--- src/design/assert_macros.svh ---
// Assertion macros shared by the neon recolor RTL.
`ifndef ASSERT_MACROS_SVH
`define ASSERT_MACROS_SVH

// Property must hold at every clock edge outside reset.
`define NRGA_ASSERT(name, clk, rst_n, prop) \
  name: assert property (@(posedge clk) disable iff (!rst_n) (prop)) \
    else $error("assertion failed");

// Condition must never be seen outside reset.
`define NRGA_NEVER(name, clk, rst_n, cond) \
  name: assert property (@(posedge clk) disable iff (!rst_n) !(cond)) \
    else $error("forbidden condition seen");

`endif

--- src/design/nrga_pkg.sv ---
// Package: shared types and constants of the neon recolor glow accumulate block.
`default_nettype none

package nrga_pkg;

  localparam int unsigned CMD_W    = 2;
  localparam int unsigned PIXEL_W  = 32;
  localparam int unsigned FLAGS_W  = 8;
  localparam int unsigned TILE_W   = 16;
  localparam int unsigned CHAN_W   = 8;
  localparam int unsigned CFG_IDX_W = 3;
  localparam int unsigned CFG_DATA_W = 32;

  typedef enum logic [CMD_W-1:0] {
    CMD_PIXEL = 2'd0,
    CMD_CLEAR = 2'd1,
    CMD_READ  = 2'd2
  } cmd_e;

  typedef enum logic [CFG_IDX_W-1:0] {
    CFG_BORDER_MASK   = 3'd0,
    CFG_BORDER_COLOR  = 3'd1,
    CFG_LIGHT_COLOR   = 3'd2,
    CFG_MENU_COLOR    = 3'd3,
    CFG_SELECT_COLOR  = 3'd4
  } cfg_idx_e;

  localparam logic [PIXEL_W-1:0] COLOR_YELLOW  = 32'h00ffff00;
  localparam logic [PIXEL_W-1:0] COLOR_DARKRED = 32'h00880000;
  localparam logic [PIXEL_W-1:0] COLOR_RED     = 32'h00ff0000;

  localparam logic [CHAN_W-1:0] AVG_HI = 8'd150;
  localparam logic [CHAN_W-1:0] AVG_LO = 8'd50;
  localparam logic [CHAN_W-1:0] CHAN_MAX = 8'd255;

  // output queue
  localparam int unsigned OUT_DEPTH = 8;
  localparam int unsigned OUT_PTR_W = 3;
  localparam int unsigned OUT_CNT_W = 4;

  typedef struct packed {
    logic [CHAN_W-1:0] count;
    logic [CHAN_W-1:0] red;
    logic [CHAN_W-1:0] green;
    logic [CHAN_W-1:0] blue;
  } entry_t;

  typedef struct packed {
    logic [PIXEL_W-1:0] out_pixel;
    entry_t             acc;
  } result_t;

endpackage

`default_nettype wire

--- src/design/nrga_idx_reduce.sv ---
// Two-stage reduction of the tile index modulo the accumulator depth.
`default_nettype none

module nrga_idx_reduce #(
  parameter int unsigned TILE_ENTRIES = 65536
) (
  input  wire logic                              clk_i,
  input  wire logic [nrga_pkg::TILE_W-1:0]       tile_i,
  output logic      [$clog2(TILE_ENTRIES)-1:0]   idx_o
);

  localparam int unsigned AW = $clog2(TILE_ENTRIES);
  localparam bit DIRECT = (TILE_ENTRIES >= (1 << nrga_pkg::TILE_W)) ||
                          ((TILE_ENTRIES & (TILE_ENTRIES - 1)) == 0);

  if (DIRECT) begin : g_direct
    logic [nrga_pkg::TILE_W-1:0] t1_q;
    logic [nrga_pkg::TILE_W-1:0] t2_q;

    always_ff @(posedge clk_i) begin
      t1_q <= tile_i;
      t2_q <= t1_q;
    end

    assign idx_o = AW'(t2_q);
  end else begin : g_recip
    // quotient estimate by floor(2^32/N), off by at most one
    localparam logic [47:0] RECIP = 48'((64'd1 << 32) / TILE_ENTRIES);
    localparam logic [nrga_pkg::TILE_W-1:0] MODN = nrga_pkg::TILE_W'(TILE_ENTRIES);

    logic [47:0]                 prod;
    logic [31:0]                 mprod;
    logic [nrga_pkg::TILE_W-1:0] q_q;
    logic [nrga_pkg::TILE_W-1:0] t1_q;
    logic [nrga_pkg::TILE_W-1:0] r_q;
    logic [nrga_pkg::TILE_W-1:0] idx;

    assign prod  = 48'(tile_i) * RECIP;
    assign mprod = 32'(q_q) * 32'(MODN);

    always_ff @(posedge clk_i) begin
      q_q  <= prod[47:32];
      t1_q <= tile_i;
      r_q  <= t1_q - mprod[nrga_pkg::TILE_W-1:0];
    end

    assign idx   = (r_q >= MODN) ? (r_q - MODN) : r_q;
    assign idx_o = idx[AW-1:0];
  end

endmodule

`default_nettype wire

--- config.mk ---
export PLATFORM = sky130hd
export DESIGN_NAME = nrga_idx_reduce
export DESIGN_NICKNAME = d
export VERILOG_FILES = /design/src/design/assert_macros.svh /design/src/design/nrga_pkg.sv /design/src/design/nrga_idx_reduce.sv
export SDC_FILE = /design/constraint.sdc
export NUM_CORES = 1
export LEC_CHECK = 0
export BUFFER_PORTS_ARGS = -buffer_cell sky130_fd_sc_hd__buf_2
export CELL_PAD_IN_SITES_DETAIL_PLACEMENT = 0
export CELL_PAD_IN_SITES_GLOBAL_PLACEMENT = 1
export CORE_ASPECT_RATIO = 1.25
export CORE_MARGIN = 2
export CORE_UTILIZATION = 32
export CTS_CLUSTER_DIAMETER = 40
export DETAILED_ROUTE_END_ITERATION = 8
export PLACE_DENSITY_LB_ADDON = 0.25
export SLEW_MARGIN = 20
export SYNTH_ARGS = -nofsm -noshare
export SYNTH_HDL_FRONTEND = slang
export SYNTH_SLANG_ARGS = --single-unit
--- constraint.sdc ---
create_clock -name clk_i -period 0.8 [get_ports clk_i]
set_input_delay 0.04 -clock clk_i [delete_from_list [all_inputs] [get_ports clk_i]]
set_output_delay 0.04 -clock clk_i [all_outputs]
set_load 0.005 [all_outputs]
==> key figures <==
Setup path
  • Cell-by-cell listing of the critical path: buf_6
  • Start-to-end type of the worst setup path: flip-flop to output port
  • Crit path max fanout: 1
  • Number of buffers and inverters on the critical path: 1
  • Delay of the slowest cell on the worst path: roughly 320 ps
  • Data arrival time of the worst path: between 700 and 800 ps
  • Slowest cell on the critical path: sky130_fd_sc_hd__dfxtp_2
  • Endpoint class of the critical path: output port
  • WP data required: 760 ps
  • Kind of start point of the critical path: flip-flop
  • Top Family by Delay on Critical Path: flip-flops

Floorplan
  • Vert. Die Dim: 54.0 um
  • Std-Cell Core Area: 1940 um^2
  • Starting Density: 33.1%
  • Die ar.: 2380 um^2
  • Number of ports placed on the die boundary: 33
  • Core Rows: 18
  • Die width: 44.0 um

Finish
  • # nets final: ~100
  • Multi-input combinational cell area: 0 um^2
  • Ratio of cells with drive above 1 in the final layout: 48.2%
  • Number of multi-input combinational cells in the layout: 0
  • Synth-to-layout area growth: 64.5%
  • Final antenna diode count: 0

Synth
  • Area share of the largest cell type after synthesis: 100%
  • Count of state elements after synthesis: 32
  • Average footprint of a synthesized cell: ~20 um^2
  • Cells after Synth: 32
  • Number of unique standard cell types used by synthesis: 1
  • Total nets after synthesis: 49
  • Fraction of the yosys area taken by sequential cells: 100%
  • Largest cells by area after synthesis: sky130_fd_sc_hd__dfxtp_1
  • Proportion of register bits with asynchronous set or reset after synthesis: 0%
  • Number of flops mapped to enable cells by yosys: 0
  • Cell Area, Synth: 641 um^2
  • Most repeated cell in the gate-level netlist after synthesis: sky130_fd_sc_hd__dfxtp_1
  • Post-synthesis cell type with the largest combined area: sky130_fd_sc_hd__dfxtp_1
  • Primary FF master, synth: sky130_fd_sc_hd__dfxtp_1
  • Cell types with the highest counts after synthesis: sky130_fd_sc_hd__dfxtp_1
  • Number of warning messages in the yosys log: 0

CTS
  • TritonCTS clock tree: yes
  • Buffers from clock root to sink, at most: 2
  • Number of H-tree branching levels: 2
  • Clock latency on the worst-skew pair: 300 ps
  • Clock root buffer: sky130_fd_sc_hd__clkbuf_4
  • Number of clock buffers inserted by TritonCTS: 5
  • # clock sinks: 32
  • Postcts setup bufs: 0
  • Clock slew at the register clock pins of the worst setup and hold paths: 70 ps

Pwr
  • Switching component of the power: 0.000462 W
  • Combinational share of power: 5.9%
  • Total internal power: 0.00209 W
  • Switch share: 18.1%
  • Maximum VDD drop: 0.00141 V
  • Cell area power density: ~2400 nW/um^2
  • Static leakage: 0.494 nW
  • Clock network fraction of total power: 27.4%
  • Relative contribution of sequential cells to total power: 66.7%

Timing
  • Final period utilization: 96.4%
  • Setup-violating endpoint count in the final report: 0
  • Setup repair after global routing missed its margin: yes
  • Least setup slack across all paths after layout: 28.7 ps
  • Clock period minus final worst setup slack: 771 ps
  • Pins Over Slew Limit: 0
  • Worst-case headroom to the max-slew limit: 95.0%
  • Worst setup skew after layout: 0.942 ps
  • Worst slack on hold paths: 330 ps
  • Maximum clock frequency: 1.30 GHz
  • Slew at the pin closest to its max-slew limit: 75.0 ps
  • Endpoints failing hold: 0

Global routing
  • Initial antenna violation count: 0
  • Wire length of the first global-routing pass: 1330 um
  • Maximum number of pins on one net before global-route repair: 9
  • All-layer global routing usage: 8.94%
  • Total overflow reported by the global router: 0
  • Number of global-route vias before repair: 374

Drt
  • Drt total wl: between 900 and 1000 um
  • Number of search-and-repair iterations in the first detailed-routing pass: 1
  • Antenna-violating nets left: 0
  • Post-route DRC: 0
  • Wire length per cell after detailed routing: 8.98 um
  • DR vias: 413
  • First DRT Iteration DRCs: 0
  • Detail-routed via count per cell: 3.93

Worst hold path
  • Path category of the worst min-delay check: flip-flop to flip-flop

Run
  • Number of max-cap violations: 0

Placed design
  • Number of buffers added on ports: 32
  • Post-placement setup slack: 344 ps
  • Final weighted congestion in routability-driven placement: 0.566

Run status
  • Status: finished clean
==> layer usage <==
layer	GRT usage [%]	vias up	wire, um
met1	5.67	186	265
met2	16.4	21	592
li1	-	204	-
met5	0	-	0
met4	9.09	0	19
met3	5.03	2	65
==> path summary, 6_finish.rpt <==
check / from / slack (ps) / cells after the start / end
worst max-delay path: idx_o[0] / 30 / 1 / idx_o[0]
worst max register to register: g_direct.t1_q[5] / 390 / 0 / idx_o[5]
worst min register to register: g_direct.t1_q[7] / 330 / 0 / idx_o[7]
worst min-delay path: g_direct.t1_q[7] / 330 / 0 / idx_o[7]
==> stage by stage <==
step	utilization (%)	setup TNS, ps	total power (W)	instance area [um^2]	std cells
floorplan	-	0	0.00174	641	32
global placement	42.6	0	0.00181	826	84
detailed placement	42.6	0	0.00182	826	84
CTS	52.9	-3.01	0.00259	1020	105
global route	54.4	-42.1	0.00268	1050	105
finish	54.4	0	0.00255	1050	105
==> area by class of cell <==
type / count / area [um^2]
Clock buffer: 5 / 37.5
Fill cell: 173 / 883
Sequential cell: 32 / 646
Tap cell: 20 / 25.0
Timing Repair Buffer: 48 / 345
==> registers in the layout, summed over array words and instances, names as in the netlist <==
| signal | count |
|---|---|
| g_direct.t1_q | 16 |
| idx_o | 16 |
==> layout by cell type, fill, tap and decap left out <==
cell and instances:
sky130_fd_sc_hd__clkbuf_4 5, sky130_fd_sc_hd__dfxtp_1 28, sky130_fd_sc_hd__buf_2 28, sky130_fd_sc_hd__dfxtp_2 4, sky130_fd_sc_hd__buf_6 4, sky130_fd_sc_hd__dlygate4sd3_1 16
==> logic make-up (layout without fill, tap and decap cells) <==
group | after synthesis | count (layout) | share of synthesized area (%)
flops | 32 | 32 | 100
buf+inv | 0 | 53 | 0
==> power by group through the flow <==
stage | Clock (W) | Combinational [W] | Sequential (W)
after global placement | 0 | 0.0000812 | 0.00173
after global routing | 0.000806 | 0.000165 | 0.00171
after floorplan | 0 | 0 | 0.00174
final | 0.000698 | 0.000151 | 0.00170
after CTS | 0.000753 | 0.000141 | 0.00170
after detailed placement | 0 | 0.0000818 | 0.00173
==> timing repair <==
| action | CTS | global route |
|---|---|---|
| hold endpoints to repair | 16 | 0 |
| hold buffers | 16 | 0 |
| setup endpoints to repair | 1 | 9 |
| gates resized for setup | 1 | 7 |
(Power assumes the default switching activity.)
